[src/rtl/core/utf8_code_point_range_filter_top_defines.svh]
// Assertion macros shared by the filter RTL.
`ifndef UTF8_CODE_POINT_RANGE_FILTER_TOP_DEFINES_SVH
`define UTF8_CODE_POINT_RANGE_FILTER_TOP_DEFINES_SVH

// same-cycle implication, sampled on clk, off during reset
`define UCPRF_ASSERT_NOW(lbl, ante, cons, msg) \
    lbl: assert property (@(posedge clk) disable iff (!rst_n) (ante) |-> (cons)) \
        else $error(msg);

// next-cycle implication
`define UCPRF_ASSERT_NEXT(lbl, ante, cons, msg) \
    lbl: assert property (@(posedge clk) disable iff (!rst_n) (ante) |=> (cons)) \
        else $error(msg);

`endif

[src/rtl/core/ucprf_pkg.sv]
package ucprf_pkg;

    localparam int MAX_SEQ_BYTES_DEF = 8;
    localparam int CMD_DEPTH_DEF     = 4;

    localparam int CP_W       = 21;
    localparam int LEN_W      = 4;
    localparam int CONT_BITS  = 6;
    localparam int CFG_IDX_W  = 2;

    // longest sequence whose code point is range checked
    localparam logic [LEN_W-1:0] MAX_DROP_LEN = 4'd4;

    localparam logic [CP_W-1:0] RANGE_LOW_RESET  = 21'h1F300;
    localparam logic [CP_W-1:0] RANGE_HIGH_RESET = 21'h1F6FF;

    localparam logic [CFG_IDX_W-1:0] REG_RANGE_LOW  = 2'd0;
    localparam logic [CFG_IDX_W-1:0] REG_RANGE_HIGH = 2'd1;

    typedef struct packed {
        logic [7:0] data_byte;
        logic       end_of_stream;
    } byte_word_t;

    typedef struct packed {
        logic [7:0] out_byte;
        logic       run_last;
    } result_word_t;

    // sequence length from the lead byte: 1 + ones after the top bit
    function automatic logic [LEN_W-1:0] lead_length(input logic [7:0] b);
        logic [LEN_W-1:0] len;
        unique casez (b)
            8'b0???????: len = 4'd1;
            8'b10??????: len = 4'd1;
            8'b110?????: len = 4'd2;
            8'b1110????: len = 4'd3;
            8'b11110???: len = 4'd4;
            8'b111110??: len = 4'd5;
            8'b1111110?: len = 4'd6;
            8'b11111110: len = 4'd7;
            8'b11111111: len = 4'd8;
            default:     len = 4'd1;
        endcase
        return len;
    endfunction

    function automatic logic [7:0] lead_mask(input logic [LEN_W-1:0] len);
        logic [7:0] m;
        unique case (len)
            4'd1:    m = 8'h3F;
            4'd2:    m = 8'h1F;
            4'd3:    m = 8'h0F;
            4'd4:    m = 8'h07;
            default: m = 8'h00;
        endcase
        return m;
    endfunction

endpackage

[src/rtl/core/ucprf_front.sv]
module ucprf_front #(
    parameter int MAX_SEQ_BYTES = ucprf_pkg::MAX_SEQ_BYTES_DEF,
    parameter int CMD_W = MAX_SEQ_BYTES * 8 + $clog2(MAX_SEQ_BYTES + 1)
) (
    input  logic                             clk,
    input  logic                             rst_n,
    input  logic                             push,
    input  logic                             cmd_full,
    input  ucprf_pkg::byte_word_t            byte_word,
    input  logic                             wr_en,
    input  logic [ucprf_pkg::CFG_IDX_W-1:0]  wr_index,
    input  logic [ucprf_pkg::CP_W-1:0]       wr_data,
    output logic                             cmd_push,
    output logic [CMD_W-1:0]                 cmd_data
);
    import ucprf_pkg::*;

    localparam int IDX_W = $clog2(MAX_SEQ_BYTES);
    localparam int CNT_W = $clog2(MAX_SEQ_BYTES + 1);
    localparam logic [LEN_W-1:0] MAXL = LEN_W'(MAX_SEQ_BYTES);

    logic [CP_W-1:0]  range_low_reg;
    logic [CP_W-1:0]  range_high_reg;
    logic [LEN_W-1:0] exp_reg, exp_next;
    logic [LEN_W-1:0] held_reg, held_next;
    logic [CP_W-1:0]  acc_reg, acc_next;
    logic [7:0]       buf_reg [MAX_SEQ_BYTES];

    logic             accept;
    logic [7:0]       b;
    logic             eos;
    logic             idle;
    logic             ascii;
    logic             thru_start;
    logic             thru_cont;
    logic [LEN_W-1:0] len_in;
    logic [LEN_W-1:0] len_eff;
    logic [LEN_W-1:0] n_new;
    logic [IDX_W-1:0] pos;
    logic [CP_W-1:0]  acc_new;
    logic             complete;
    logic             in_range;
    logic             buf_we;
    logic [7:0]       merged [MAX_SEQ_BYTES];
    logic [CNT_W-1:0] cmd_count;

    assign accept     = push && !cmd_full;
    assign b          = byte_word.data_byte;
    assign eos        = byte_word.end_of_stream;
    assign idle       = (exp_reg == '0);
    assign ascii      = idle && !b[7];
    assign len_in     = lead_length(b);
    assign thru_start = idle && b[7] && (len_in > MAXL);
    assign thru_cont  = (exp_reg > MAXL);
    assign pos        = (idle || thru_cont) ? '0 : held_reg[IDX_W-1:0];
    assign n_new      = idle ? LEN_W'(1) : held_reg + LEN_W'(1);
    assign len_eff    = idle ? len_in : exp_reg;
    assign acc_new    = idle ? CP_W'(b & lead_mask(len_in))
                             : {acc_reg[CP_W-CONT_BITS-1:0], b[CONT_BITS-1:0]};
    assign complete   = (n_new >= len_eff);
    assign in_range   = (len_eff <= MAX_DROP_LEN) && (acc_new >= range_low_reg)
                        && (acc_new <= range_high_reg);

    always_comb
    begin
        for (int k = 0; k < MAX_SEQ_BYTES; k++)
        begin
            merged[k] = buf_reg[k];
        end
        merged[pos] = b;
    end

    always_comb
    begin
        for (int k = 0; k < MAX_SEQ_BYTES; k++)
        begin
            cmd_data[k*8 +: 8] = merged[k];
        end
        cmd_data[CMD_W-1 -: CNT_W] = cmd_count;
    end

    always_comb
    begin
        exp_next  = exp_reg;
        held_next = held_reg;
        acc_next  = acc_reg;
        cmd_push  = 1'b0;
        cmd_count = CNT_W'(1);
        buf_we    = 1'b0;
        if (accept)
        begin
            if (ascii)
            begin
                cmd_push = 1'b1;
            end
            else if (thru_start)
            begin
                cmd_push = 1'b1;
                if (!eos)
                begin
                    exp_next  = len_in;
                    held_next = LEN_W'(1);
                    acc_next  = '0;
                end
            end
            else if (thru_cont)
            begin
                cmd_push  = 1'b1;
                held_next = n_new;
                if (eos || (n_new >= exp_reg))
                begin
                    exp_next  = '0;
                    held_next = '0;
                    acc_next  = '0;
                end
            end
            else
            begin
                buf_we    = 1'b1;
                cmd_count = CNT_W'(n_new);
                if (complete || eos)
                begin
                    cmd_push  = !(complete && in_range);
                    exp_next  = '0;
                    held_next = '0;
                    acc_next  = '0;
                end
                else
                begin
                    exp_next  = len_eff;
                    held_next = n_new;
                    acc_next  = acc_new;
                end
            end
        end
    end

    always_ff @(posedge clk or negedge rst_n)
    begin
        if (!rst_n)
        begin
            exp_reg        <= '0;
            held_reg       <= '0;
            acc_reg        <= '0;
            range_low_reg  <= RANGE_LOW_RESET;
            range_high_reg <= RANGE_HIGH_RESET;
        end
        else
        begin
            exp_reg  <= exp_next;
            held_reg <= held_next;
            acc_reg  <= acc_next;
            if (wr_en)
            begin
                case (wr_index)
                    REG_RANGE_LOW:  range_low_reg  <= wr_data;
                    REG_RANGE_HIGH: range_high_reg <= wr_data;
                    default:        ;
                endcase
            end
        end
    end

    always_ff @(posedge clk)
    begin
        if (buf_we)
        begin
            buf_reg[pos] <= b;
        end
    end

`include "utf8_code_point_range_filter_top_defines.svh"

    `UCPRF_ASSERT_NEXT(a_eos_closes, accept && eos, exp_reg == '0, "sequence open after end of stream")
    `UCPRF_ASSERT_NOW(a_held_bound, (exp_reg != '0) && (exp_reg <= MAXL), (held_reg != '0) && (held_reg < exp_reg), "held count out of bounds")
    `UCPRF_ASSERT_NOW(a_push_count, cmd_push, (cmd_count != '0) && (cmd_count <= CNT_W'(MAX_SEQ_BYTES)), "bad word count")

endmodule

[src/rtl/core/ucprf_cmd_fifo.sv]
module ucprf_cmd_fifo #(
    parameter int CMD_W = 68,
    parameter int DEPTH = ucprf_pkg::CMD_DEPTH_DEF
) (
    input  logic             clk,
    input  logic             rst_n,
    input  logic             wr_push,
    input  logic [CMD_W-1:0] wr_data,
    output logic             full,
    input  logic             rd_pop,
    output logic             rd_valid,
    output logic [CMD_W-1:0] rd_data
);
    import ucprf_pkg::*;

    localparam int PTR_W = (DEPTH > 1) ? $clog2(DEPTH) : 1;
    localparam int CNT_W = $clog2(DEPTH + 1);

    logic [CMD_W-1:0] mem_reg [DEPTH];
    logic [PTR_W-1:0] wr_ptr_reg, wr_ptr_next;
    logic [PTR_W-1:0] rd_ptr_reg, rd_ptr_next;
    logic [CNT_W-1:0] count_reg, count_next;
    logic             do_wr;
    logic             do_rd;

    assign full     = (count_reg == CNT_W'(DEPTH));
    assign rd_valid = (count_reg != '0);
    assign rd_data  = mem_reg[rd_ptr_reg];
    assign do_wr    = wr_push && !full;
    assign do_rd    = rd_pop && rd_valid;

    always_comb
    begin
        wr_ptr_next = wr_ptr_reg;
        rd_ptr_next = rd_ptr_reg;
        count_next  = count_reg;
        if (do_wr)
        begin
            wr_ptr_next = (wr_ptr_reg == PTR_W'(DEPTH - 1)) ? '0 : wr_ptr_reg + PTR_W'(1);
        end
        if (do_rd)
        begin
            rd_ptr_next = (rd_ptr_reg == PTR_W'(DEPTH - 1)) ? '0 : rd_ptr_reg + PTR_W'(1);
        end
        if (do_wr && !do_rd)
        begin
            count_next = count_reg + CNT_W'(1);
        end
        else if (do_rd && !do_wr)
        begin
            count_next = count_reg - CNT_W'(1);
        end
    end

    always_ff @(posedge clk or negedge rst_n)
    begin
        if (!rst_n)
        begin
            wr_ptr_reg <= '0;
            rd_ptr_reg <= '0;
            count_reg  <= '0;
        end
        else
        begin
            wr_ptr_reg <= wr_ptr_next;
            rd_ptr_reg <= rd_ptr_next;
            count_reg  <= count_next;
        end
    end

    always_ff @(posedge clk)
    begin
        if (do_wr)
        begin
            mem_reg[wr_ptr_reg] <= wr_data;
        end
    end

endmodule

[src/rtl/core/ucprf_back.sv]
module ucprf_back #(
    parameter int MAX_SEQ_BYTES = ucprf_pkg::MAX_SEQ_BYTES_DEF,
    parameter int CMD_W = MAX_SEQ_BYTES * 8 + $clog2(MAX_SEQ_BYTES + 1)
) (
    input  logic                    clk,
    input  logic                    rst_n,
    input  logic                    cmd_valid,
    input  logic [CMD_W-1:0]        cmd_data,
    output logic                    cmd_pop,
    output logic                    empty,
    input  logic                    pop,
    output ucprf_pkg::result_word_t result_word
);
    import ucprf_pkg::*;

    localparam int IDX_W = $clog2(MAX_SEQ_BYTES);
    localparam int CNT_W = $clog2(MAX_SEQ_BYTES + 1);

    logic [IDX_W-1:0] idx_reg, idx_next;
    logic [CNT_W-1:0] head_cnt;
    logic             last;
    logic             pop_fire;

    assign head_cnt = cmd_data[CMD_W-1 -: CNT_W];
    assign last     = ((CNT_W'(idx_reg) + CNT_W'(1)) == head_cnt);
    assign pop_fire = pop && cmd_valid;
    assign empty    = !cmd_valid;
    assign cmd_pop  = pop_fire && last;

    assign result_word.out_byte = cmd_data[idx_reg*8 +: 8];
    assign result_word.run_last = last;

    always_comb
    begin
        idx_next = idx_reg;
        if (pop_fire)
        begin
            idx_next = last ? '0 : idx_reg + IDX_W'(1);
        end
    end

    always_ff @(posedge clk or negedge rst_n)
    begin
        if (!rst_n)
        begin
            idx_reg <= '0;
        end
        else
        begin
            idx_reg <= idx_next;
        end
    end

`include "utf8_code_point_range_filter_top_defines.svh"

    `UCPRF_ASSERT_NOW(a_idx_in_word, cmd_valid, (CNT_W'(idx_reg) < head_cnt), "byte index past word count")
    `UCPRF_ASSERT_NEXT(a_idx_rewind, pop_fire && last, idx_reg == '0, "index not rewound after last byte")
    `UCPRF_ASSERT_NOW(a_idle_idx, !cmd_valid, idx_reg == '0, "index moved with no word queued")

endmodule

[src/rtl/core/utf8_code_point_range_filter_top.sv]
// Timing: the word for a byte that closes a kept sequence is written to the word queue as
// the byte is accepted; a kept sequence of n bytes then drains at one byte per cycle while pop is high.
// Throughput: one byte per cycle in while full is low, and out while pop is high; a 4-entry word
// queue between the classifier and the byte serializer absorbs output stalls before full rises.
// Reset: rst_n clears sequence state, queue and serializer; range registers return
// to 0x1F300..0x1F6FF.
module utf8_code_point_range_filter_top #(
    parameter int MAX_SEQ_BYTES = ucprf_pkg::MAX_SEQ_BYTES_DEF,
    parameter int CMD_DEPTH     = ucprf_pkg::CMD_DEPTH_DEF
) (
    input  logic                             clk,
    input  logic                             rst_n,
    input  logic                             push,
    output logic                             full,
    input  ucprf_pkg::byte_word_t            byte_word,
    output logic                             empty,
    input  logic                             pop,
    output ucprf_pkg::result_word_t          result_word,
    input  logic                             wr_en,
    input  logic [ucprf_pkg::CFG_IDX_W-1:0]  wr_index,
    input  logic [ucprf_pkg::CP_W-1:0]       wr_data
);
    import ucprf_pkg::*;

    localparam int CMD_W = MAX_SEQ_BYTES * 8 + $clog2(MAX_SEQ_BYTES + 1);

    logic             cmd_push;
    logic [CMD_W-1:0] cmd_wr_data;
    logic             cmd_full;
    logic             cmd_pop;
    logic             cmd_valid;
    logic [CMD_W-1:0] cmd_rd_data;

    assign full = cmd_full;

    ucprf_front #(
        .MAX_SEQ_BYTES(MAX_SEQ_BYTES),
        .CMD_W(CMD_W)
    ) u_front (
        .clk(clk),
        .rst_n(rst_n),
        .push(push),
        .cmd_full(cmd_full),
        .byte_word(byte_word),
        .wr_en(wr_en),
        .wr_index(wr_index),
        .wr_data(wr_data),
        .cmd_push(cmd_push),
        .cmd_data(cmd_wr_data)
    );

    ucprf_cmd_fifo #(
        .CMD_W(CMD_W),
        .DEPTH(CMD_DEPTH)
    ) u_cmd_fifo (
        .clk(clk),
        .rst_n(rst_n),
        .wr_push(cmd_push),
        .wr_data(cmd_wr_data),
        .full(cmd_full),
        .rd_pop(cmd_pop),
        .rd_valid(cmd_valid),
        .rd_data(cmd_rd_data)
    );

    ucprf_back #(
        .MAX_SEQ_BYTES(MAX_SEQ_BYTES),
        .CMD_W(CMD_W)
    ) u_back (
        .clk(clk),
        .rst_n(rst_n),
        .cmd_valid(cmd_valid),
        .cmd_data(cmd_rd_data),
        .cmd_pop(cmd_pop),
        .empty(empty),
        .pop(pop),
        .result_word(result_word)
    );

endmodule

[config.mk]
export PLATFORM = sky130hd
export DESIGN_NAME = utf8_code_point_range_filter_top
export DESIGN_NICKNAME = d
export VERILOG_FILES = /design/src/rtl/core/ucprf_pkg.sv /design/src/rtl/core/ucprf_front.sv /design/src/rtl/core/ucprf_cmd_fifo.sv /design/src/rtl/core/ucprf_back.sv /design/src/rtl/core/utf8_code_point_range_filter_top.sv
export VERILOG_INCLUDE_DIRS = /design/src /design/src/rtl/core
export SDC_FILE = /design/constraint.sdc
export NUM_CORES = 1
export LEC_CHECK = 0
export ABC_AREA = 1
export BUFFER_PORTS_ARGS = -buffer_cell sky130_fd_sc_hd__buf_2
export CAP_MARGIN = 0
export CORE_MARGIN = 2
export CORE_UTILIZATION = 43
export CTS_CLUSTER_SIZE = 8
export DETAILED_ROUTE_END_ITERATION = 8
export GPL_ROUTABILITY_DRIVEN = 1
export HOLD_SLACK_MARGIN = 0.15
export PLACE_DENSITY_LB_ADDON = 0.12
export RECOVER_POWER = 100
export REMOVE_ABC_BUFFERS = 1
export SLEW_MARGIN = 20
export SYNTH_ARGS = -nofsm -noshare
export SYNTH_HDL_FRONTEND = slang
export SYNTH_SLANG_ARGS = --single-unit
[constraint.sdc]
create_clock -name clk -period 12.4 [get_ports clk]
set_input_delay 1.24 -clock clk [delete_from_list [all_inputs] [get_ports clk]]
set_output_delay 1.24 -clock clk [all_outputs]
set_load 0.005 [all_outputs]
==> results list, run 1 <==
* Sort of element at the start of the critical path: flip-flop
- The die is 209 um wide.
- Once the floorplan was initialized, standard cells occupied 43.4% of the core.
- For this run, the post-layout net count is 1784.
- Pwr per Cell Area: 217 nW/um^2
* Internal power: 2.95 mW
- Detail Route Antenna Nets: 0
- Summing all flip-flop and latch instances after layout gives 12000 um^2.
- Clock-pin transition on the worst setup and hold timing paths: 50 ps
- Clock tree synthesis selected as its root buffer the cell clkbuf_16.
* Adder and majority cell fraction of the synthesized area: 4.11%
- The final reports fail on capacitance limit, slew limit.
- After synthesis, the share of cell area in mux cells is 0.0621%.
* Via count of the first global-routing pass: 11901
- Diodes inserted: 0
- Worst supply voltage drop on vdd: 0.112 mV
* Crit path buf inv count: 5
- For the pin with the worst max-slew slack, the measured transition is 3510 ps.
* Overall track demand over capacity in global routing: 20.8%
- Fraction of layout instances using a drive strength above 1: 8.19%
- In this run the vertical extent of the chip is 209 um.
* Die area: 43800 um^2
* Synth Cell Area: 18100 um^2
- FF+latch count, synth: 411
- Yosys attributes the largest share of cell area to edfxtp_1 56%, dfrtp_1 7.3%, o21ai_0 6.8%.
- Leakage power figure: 7.65 nW
- Detailed-routing iteration count for the pre-antenna-repair pass: 4
- Area taken by multi-input logic gates: 5140 um^2
- The max-slew violation count is 366.
- Buffers from clock root to sink, at most: 3
- After routing, the total negative slack on setup checks comes to 0 ps.
- After detailed routing, the number of remaining DRC violations is 0.
- RSZ-0062 raised after global routing: no
- After clock tree synthesis, the flow added hold-fix buffers numbering 0.
* Largest family of logic cells by synthesized area: simple AND/OR/NAND/NOR gates
* Worst Hold Slack: 478 ps
* Hold WC Path Type: reg2reg
* Fraction of the mapped netlist area in simple logic gates: 12.3%
* Filler Cell Count: 3782
- Synth Flop Type: edfxtp_1
- Of all nets on the critical path, the largest fanout is 70.
* Pin count of the biggest net entering global routing: 98
* Critical setup path kind: reg2out
* CTS resizes: 0
* Total clock buffers created by CTS: 57
- In this run the post-CTS setup repair buffer count came out at 0.
- During I/O placement, the number of pins put on the boundary was 48.
* Standard-cell row count: 75
- For this design, the sink count on the clock tree is 411.
- After technology mapping, the gate count stands at 1638.
- For this block, the routed nets add up to 44700 um of wire.
- Input and output buffers added on the ports amount to 47.
- Switching fraction of total power: 33.1%
- Area fraction in compound gates after synthesis: 11.7%
- Clock tree from TritonCTS: yes
* Category of cells accounting for the largest share of critical-path delay: buffers and inverters
- Sw Pwr: 1.46 mW
- The flow ran to the end, but the final reports show violations.
* Post-synthesis sequential area ratio: 66.1%
* Power Total: 4.41 mW
- The congestion estimate from routability-driven global placement came to 0.809.
- Total congestion overflow after global routing: 0
* Worst setup path start: u_cmd_fifo.rd_ptr_reg[1]
- STA puts the critical path data arrival time at 6680 ps.
- Critical register-to-register path startpoint: u_front.exp_reg[0]
* Average wire per standard cell: 19.9 um
- Warnings from Yosys: 0
* EDFF count, synth: 336
- Half-perimeter wire length after placement: 26000 um
- The number of antenna violations at the first check in global routing is 0.
* Async set or reset register ratio after synthesis: 18.2%
- # Max-Cap Violations: 9
- Via density per instance: 5.37
* Average cell area after synthesis: 11.1 um^2
* Cell accounting for the most synthesized area: edfxtp_1
- Wire length of the first global-routing pass: 68900 um
- The critical path goes through clkbuf_1 -> clkinvlp_2 -> clkbuf_1 -> o21ai_0 -> o221ai_1 -> nand3_1 -> nand3_1 -> o21ai_0 -> inv_1 -> buf_2.
- Share of the clock period used by the worst path: 63.9%
* Total count of hold-check failures in the final report: 0
* Number of design-rule violations left by the first detailed-router iteration: 825
* Launch point of the worst hold path: u_front.range_low_reg[2]
* Worst setup EP type: primary output
- After detailed placement, the total cell area comes to 18900 um^2.
- Max FFs per register: 272
* Final worst clock skew: 23.8 ps
- Placeable core area: 41800 um^2
- Data on the critical path is required at its endpoint by 11160 ps.
- Utilization of the core after routing: 48.7%
- For this block, the via count after detailed routing is 12075.
- The number of different library cells used by synthesis comes to 42.
- Counting I/O delays and the setup requirement, the final critical path takes 7920 ps.
- Cell with the largest stage delay on the worst path: clkbuf_1
- Largest stage delay on the critical path: 2430 ps
- The clock network accounts for 31.8% of the total power.
* Clock latency reported for the late side of the worst-skew pair: 600 ps
- Setup Viol. Count Final: 0
- Combinational logic burns 25.5% of the power.
* Number of H-tree levels: 2
- Once layout is done, the placed cells without fillers occupy 20300 um^2.
- Area fraction of the dominant cell type after synthesis: 55.6%
- Peak clock frequency supported by timing: 126 MHz
* Relative slew slack: -134%
- Of the total synthesized cell area, the portion taken by XOR and XNOR cells is 0.386%.
- Registers are responsible for 42.7% of the overall power.
- Growth of design area from synthesis to finish: 12.0%
==> cells in the final DEF, fill, tap and decap left out, types with 25 or more instances in the layout <==
master     Yosys  final
buf_2         20     32
nand3_1       61     62
o21ai_0      248    271
dfrtp_1       53     50
clkbuf_1      47     46
ha_1          58     58
a21oi_1       25     25
nor2_1       197    200
o22ai_1       46     46
edfxtp_1     336    336
inv_1        148    148
nand2_1      245    250
clkbuf_16      0     58
==> synth_stat cells, types with 2 or more instances <==
library cell,n
o21ai_1,22
o21a_1,2
xor2_1,5
buf_6,5
dfrtp_1,53
buf_4,5
nor3_1,6
nand3_1,61
nor2_1,197
edfxtp_1,336
ha_1,58
o22ai_1,46
o221ai_1,24
nand2_1,245
clkinv_1,4
nand4_1,16
clkbuf_1,47
a21oi_1,25
dfstp_2,22
nand2_2,6
buf_2,20
a21o_1,2
xnor2_1,3
nor2_4,2
nor2_2,3
inv_2,2
o21bai_1,2
o21ai_2,3
o211ai_1,9
o21ai_0,248
inv_1,148
==> stage by stage <==
stage / cells / setup WS (ps)
2_1_floorplan: 1561 / 5980
3_3_place_gp: 2167 / 7050
3_5_place_dp: 2167 / 6960
4_1_cts: 2248 / 7270
5_1_grt: 2249 / 3690
6_report: 2249 / 4480
==> tightest hold or removal path: cells and delay by family, from the launching register on <==
kind	cells	cell delay, ps
AO/OA/AOI/OAI	1	60
flip-flops	1	340
AND/OR/NAND/NOR	1	50
==> cell type report <==
| class | count | share of cell area [%] |
|---|---|---|
| clock inverters | 2 | 0.179 |
| well taps | 539 | 3.32 |
| multi-input cells | 995 | 25.3 |
| inverters | 155 | 2.89 |
| clock buffers | 79 | 7.63 |
| flip-flops and latches | 411 | 59.1 |
| repair buffers | 68 | 1.62 |
==> layer usage <==
| metal | global-route usage (%) | wire [um] | up-vias |
|---|---|---|---|
| li1 | - | - | 5831 |
| met1 | 26.6 | 19300 | 5904 |
| met2 | 36.1 | 22200 | 257 |
| met3 | 3.47 | 1980 | 83 |
| met4 | 6.72 | 1260 | 0 |
| met5 | 0 | 0 | - |
==> worst paths after layout <==
path / endpoint / slack, ps / depth (start not counted)
min in group asynchronous: u_front.range_low_reg[18] / 990 / 1
setup reg to reg: u_cmd_fifo.mem_reg[2][32] / 4580 / 20
setup / recovery: result_word[5] / 4480 / 10
hold / removal: u_front.range_low_reg[2] / 480 / 2
hold reg to reg: u_front.range_low_reg[2] / 480 / 2
max in group asynchronous: u_front.range_low_reg[0] / 8170 / 2
==> power groups by stage <==
stage	combinational [mW]	clock [mW]	sequential (mW)
global route	1.28	1.49	1.91
finish	1.13	1.40	1.88
floorplan	0.731	0	1.90
CTS	1.17	1.43	1.88
detailed placement	1.17	0	1.91
global placement	1.16	0	1.91
==> cells by family (layout without fill, tap and decap cells) <==
| logic type | count (synthesis) | count (layout) |
|---|---|---|
| xor+xnor | 8 | 8 |
| flops | 411 | 411 |
| mux | 1 | 1 |
| fa+ha+maj | 59 | 59 |
| simple gates | 542 | 542 |
| buf+inv | 232 | 304 |
| compound gates | 385 | 385 |
Power figures use the tool's default switching activity.
==> inputs of run 2 (changes only) <==
Clock period 12.4 ns to 6.55 ns, I/O delays scaled along.
==> results list, run 2 (synthesis gave the netlist of run 1 again) <==
* Status: complete, but fails checks
* Violated checks: capacitance limit, slew limit
- Sink Count: 411
* Cell with the largest stage delay on the worst path: nor2_4
- The tool flagged a number of max-cap violations equal to 4.
- The net count of the finished layout is 1787.
* Crit path required time: 6800 ps
* Clock latency reported for the late side of the worst-skew pair: 600 ps
- The via count of the first global-routing pass came to 12105.
* Worst EP arrival: 5390 ps
- The routed layout has 12166 vias.
- Traced cell by cell, the critical path runs through nor2_1 -> nand2_1 -> nor2_4 -> clkinvlp_2 -> o21ai_0 -> inv_1 -> ha_1 -> nand2_1 -> nor2_1 -> nand2_1 -> nor2_1 -> nand2_1 -> nand3_1 -> nand2_1 -> nand3_1 -> nand2_1 -> nand2_1 -> nand2_1 -> nor2_4 -> buf_12.
* Placed Instances: 2169
- Die area: 43800 um^2
* Overall track demand over capacity in global routing: 21.1%
- The root buffer cell chosen for the clock tree is clkbuf_16.
- After the flow finishes, the layout carries non-filler instances totaling 2253.
* CTS resizes: 0
- Using the TritonRoute via totals, the vias-per-cell ratio works out to 5.40.
- Wires add up to 45200 um.
- The repair_antennas step left the layout with diodes totalling 0.
- Share of the clock period used by the worst path: 78.6%
- For this run, the detailed router's first-pass iteration total came to 5.
- Worst-Margin Slew: 3040 ps
- Worst Hold Slack: 288 ps
* Final instance area: 20400 um^2
- In this run the power density over the cells is 411 nW/um^2.
- The number of antenna violations at the first check in global routing was 0.
- From left edge to right edge, the die measures 209 um.
- Leaving out fill and tap cells, the most frequent cell in the layout is edfxtp_1.
* Clock-pin transition on the worst setup and hold timing paths: 60 ps
- Half-perimeter wire length after placement: 26400 um
- TritonCTS built the clock tree.
- The worst setup path is launched from a flip-flop.
* Pin count of the biggest net entering global routing: 92
- In the final timing run, aggregate negative setup slack is 0 ps.
- The region available for standard cell placement spans 41800 um^2.
- The placed instances occupy a cell area of 18900 um^2.
- Worst supply voltage drop on vdd: 0.210 mV
- Once the floorplan was initialized, standard cells occupied 43.4% of the core.
* Routability congestion estimate: 0.824
- Leakage power figure: 7.69 nW
- Worst setup EP type: flip-flop
- Average wire per standard cell: 20.1 um
- Clock skew on the completed layout was measured at 28.6 ps.
- For this run, the slowest stage of the critical path takes 790 ps.
- The filler cells instantiated in the layout total 3807.
- The number of clock buffers added by TritonCTS is 57.
- The area growth from synthesis to layout is 12.5%.
- Leaving out fill and tap cells, the most frequent cells in the layout are 336 x edfxtp_1, 271 x o21ai_0, 250 x nand2_1, 196 x nor2_1, 148 x inv_1.
* Wire length of the first global-routing pass: 70000 um
- Number of design-rule violations left by the first detailed-router iteration: 800
- Ports placed on the boundary: 48
- The setup path with the least slack is of type reg2reg.
- Headroom to the max-slew limit came out at -103%.
- Timing would allow up to 194 MHz.
* DRC Markers: 0
- Along the worst path, the maximum fanout reaches 46.
* Hold WC Path Type: in2reg
* Buffers from clock root to sink, at most: 3
- From bottom edge to top edge, the die measures 209 um.
- The worst path needs 5150 ps of the cycle, external delays included.
- Number of H-tree levels: 2
- Total congestion overflow after global routing: 0
* Cell type with the highest occurrence count on the critical path: nand2_1
- In this run the core area contains 75 standard-cell rows.
- The final number of hold-violating endpoints came to 0.
- Setup Viol. Count Final: 0
- RSZ-0062 raised after global routing: no
- In this run the tool buffered the top-level ports with 47 buffer cells.
* Final Slew Violations: 161
- In this run the remaining antenna-violating nets after routing total 0.
* Max FFs per register: 272
- Fraction of layout instances using a drive strength above 1: 8.81%
[run 2: changes by cell type in the layout (fill, tap and decap cells not counted), moves of 2 or more]
cell / before / now
buf_2: 32 / 36
buf_4: 9 / 11
clkbuf_1: 46 / 41
nor2_1: 200 / 196
nor2_4: 1 / 6
buf_12: 0 / 2
clkbuf_8: 2 / 0
[run 2: metal layers]
layer  global-route usage [%]  vias to the layer above  routed length, um
met2                     36.5                      318              22600
met4                     6.92                        0                935
met5                        0                        -                  0
met3                     2.89                       70               2050
li1                         -                     5835                  -
met1                     27.4                     5943              19600
[run 2: worst paths after layout]
| path | from | end | slack (ps) | depth (start not counted) |
|---|---|---|---|---|
| setup / recovery | u_front.exp_reg[0] | u_cmd_fifo.mem_reg[0][0] | 1400 | 20 |
| hold / removal | wr_data[9] | u_front.range_high_reg[9] | 290 | 3 |
| min in group asynchronous | rst_n | u_front.range_high_reg[17] | 800 | 2 |
| setup reg to reg | u_front.exp_reg[0] | u_cmd_fifo.mem_reg[0][0] | 1400 | 20 |
| hold reg to reg | u_front.range_low_reg[7] | u_front.range_low_reg[7] | 480 | 2 |
| max in group asynchronous | rst_n | u_front.range_low_reg[1] | 2330 | 3 |
[run 2: area by class of cell]
class | instances | area (um^2) | area share (%)
Timing Repair Buffer | 71 | 393 | 1.93
Clock buffer | 79 | 1530 | 7.50
Clock inverter | 3 | 43.8 | 0.215
Tap cell | 539 | 674 | 3.31
Sequential cell | 411 | 12000 | 58.8
Multi-Input combinational cell | 995 | 5170 | 25.4
Inverter | 155 | 586 | 2.87
[run 2: stage by stage]
step	worst slack, ps	util (%)	power (mW)
finish	1400	48.9	8.39
global route	976	48.9	8.87
global placement	2020	45.3	5.84
CTS	2000	49.1	8.53
floorplan	357	-	4.98
detailed placement	2020	45.3	5.86
[run 2: critical path: cells and delay by family (launching register included)]
family / cells / cell delay (ps)
and+or+nand+nor: 15 / 2590
adders and majority gates: 1 / 290
AOI/OAI and AO/OA: 1 / 470
DFF: 1 / 400
buffers and inverters: 3 / 1060
[run 2: where the power goes]
| part | internal [mW] | leakage (nW) | switching (mW) | total (mW) |
|---|---|---|---|---|
| Combinational | 0.656 | 2.96 | 1.57 | 2.22 |
| Clock | 1.59 | 0.759 | 1.05 | 2.64 |
| Sequential | 3.32 | 3.98 | 0.197 | 3.52 |
[run 2: timing repair]
| action | in CTS | in global routing |
|---|---|---|
| endpoints found under the hold margin | 0 | 16 |
| hold buffers | 0 | 1 |
| endpoints found under the setup margin | 0 | 0 |
| buffers inserted | 0 | 0 |
==> inputs of run 3 (changes only) <==
Clock period 6.55 ns to 4.4 ns, I/O delays scaled along.
==> results list, run 3 (synthesis gave the netlist of run 1 again) <==
- The final reports fail on capacitance limit, slew limit.
- Filler Cell Count: 3776
* Total clock buffers created by CTS: 57
* Worst setup EP type: flip-flop
* Root buffer cell: clkbuf_16
- Net count of the finished layout: 1826
- The worst hold path belongs to the class in2reg.
- Share of the clock period used by the worst path: 93.0%
- Placeable core area: 41800 um^2
- Setup Viol. Count Final: 0
* Die Y-Extent: 209 um
* Number of H-tree levels: 2
- Measured against its own limit, the worst slew margin works out to -45.6%.
- Critical setup path kind: in2reg
- DRC Markers: 0
- After clock tree synthesis, the setup repair step added 0 buffers.
* Wire length of the first global-routing pass: 69200 um
* Total congestion overflow after global routing: 0
- Routability congestion estimate: 0.809
* Pin count of the biggest net entering global routing: 130
- Sort of element at the start of the critical path: input pin
- Clock latency reported for the late side of the worst-skew pair: 610 ps
- Once detail routing completed, the nets flagged for antenna violations numbered 0.
- Pwr per Cell Area: 602 nW/um^2
* Peak clock frequency supported by timing: 244 MHz
- CTS resizes: 0
* Clock-pin transition on the worst setup and hold timing paths: 50 ps
* Half-perimeter wire length after placement: 27600 um
- The max-slew violation count came to 88.
* Average wire per standard cell: 19.4 um
* Status: complete, but fails checks
* Power Total: 12.5 mW
- The die is 209 um wide.
- Buffers from clock root to sink, at most: 3
- Fin crit period: 4090 ps
- Ports placed on the boundary: 48
* Clock tree from TritonCTS: yes
- Final worst clock skew: 25.4 ps
- Max-cap violations in this run came to 3.
* Via density per instance: 5.29
- # port buffers: 47
- Max FFs per register: 272
- Leakage power figure: 7.85 nW
- Maximum fanout encountered on the critical timing path: 21
- Overall track demand over capacity in global routing: 20.7%
* RSZ-0062 raised after global routing: no
* Via count of the first global-routing pass: 12000
- STA puts the critical path data required time at 4640 ps.
* Initial antenna violation count: 0
- Worst Hold Slack: 245 ps
* Worst-Margin Slew: 2160 ps
- Die area: 43800 um^2
- In this run the core area contains 75 standard-cell rows.
- Detailed-routing iteration count for the pre-antenna-repair pass: 5
- Routed via count: 12122
* Aggregate routed wire length: 44500 um
* Initial core utilization: 43.4%
- IR analysis of the VDD net gives a maximum drop of 0.337 mV.
- Number of design-rule violations left by the first detailed-router iteration: 715
* Highest-count cells in the layout ignoring fill and taps: 336 x edfxtp_1, 271 x o21ai_0, 249 x nand2_1, 195 x nor2_1, 148 x inv_1
- The tree built by TritonCTS fans out to 411 sinks.
- The repair_antennas step left the layout with diodes totalling 0.
* Worst EP arrival: 4340 ps
- Commonest non-fill, non-tap cell in the layout: edfxtp_1
- Growth of design area from synthesis to finish: 14.2%
- In the final layout, the share of cells above drive strength 1 is 9.02%.
- The final number of hold-violating endpoints was 0.
[run 3: layout make-up]
class	count	area (um^2)	share of cell area, %
flip-flops and latches	411	12000	57.9
inverters	155	587	2.83
repair buffers	109	733	3.54
clock buffers	77	1500	7.25
well taps	539	674	3.25
multi-input cells	996	5180	25.0
clock inverters	4	45.0	0.217
[run 3: critical path: stages]
cell and delay [ps]:
dlygate4sd3_1 560, clkbuf_1 360, nand2_1 280, nor2_4 220, inv_1 90, o31ai_1 490
ha_1 340, nand2_1 60, nor2_1 40, nand2_1 60, nand3_1 70, nor2_1 120
nor2_1 50, nand3_1 70, nand2_1 70, nand2_2 90, nand2_2 60, buf_4 180
nor2_4 230, clkbuf_4 450
[run 3: path summary, 6_finish.rpt]
check / cells after the start / slack, ps / startpoint / to
setup / recovery: 20 / 310 / byte_word[7] / u_cmd_fifo.mem_reg[2][17]
hold / removal: 4 / 250 / pop / u_back.idx_reg[0]
setup reg to reg: 21 / 450 / u_front.exp_reg[0] / u_cmd_fifo.mem_reg[2][17]
hold reg to reg: 2 / 480 / u_front.range_high_reg[19] / u_front.range_high_reg[19]
max in group asynchronous: 3 / 1870 / rst_n / u_front.range_low_reg[4]
min in group asynchronous: 2 / 510 / rst_n / u_cmd_fifo.count_reg[2]
[run 3: stage by stage]
step                instance area, um^2  utilization [%]  setup TNS, ps  setup WS [ps]  std cells
global placement                  19200             46.0              0            384       2185
CTS                               21000             50.2              0            298       2289
detailed placement                19200             46.0              0            317       2185
floorplan                         17800                -        -366160          -1790       1561
global route                      20700             49.6              0           11.1       2291
finish                            20700             49.6              0            306       2291
[run 3: where the power goes]
part	switching [mW]	leakage, nW	internal [mW]
registers	0.212	3.97	4.94
logic	2.39	3.13	1.03
clock network	1.56	0.745	2.33
[run 3: timing repair]
| action | CTS | global route |
|---|---|---|
| endpoints found under the hold margin | 103 | 0 |
| hold buffers | 23 | 0 |
| endpoints found under the setup margin | 0 | 152 |
[run 3: layer usage]
layer  up-vias  routed length (um)  global-route usage, %
met4         0                1160                   6.53
li1       5914                   -                      -
met1      5909               19700                   27.1
met5         -                   0                      0
met3        69                1700                   3.14
met2       230               21900                   35.4
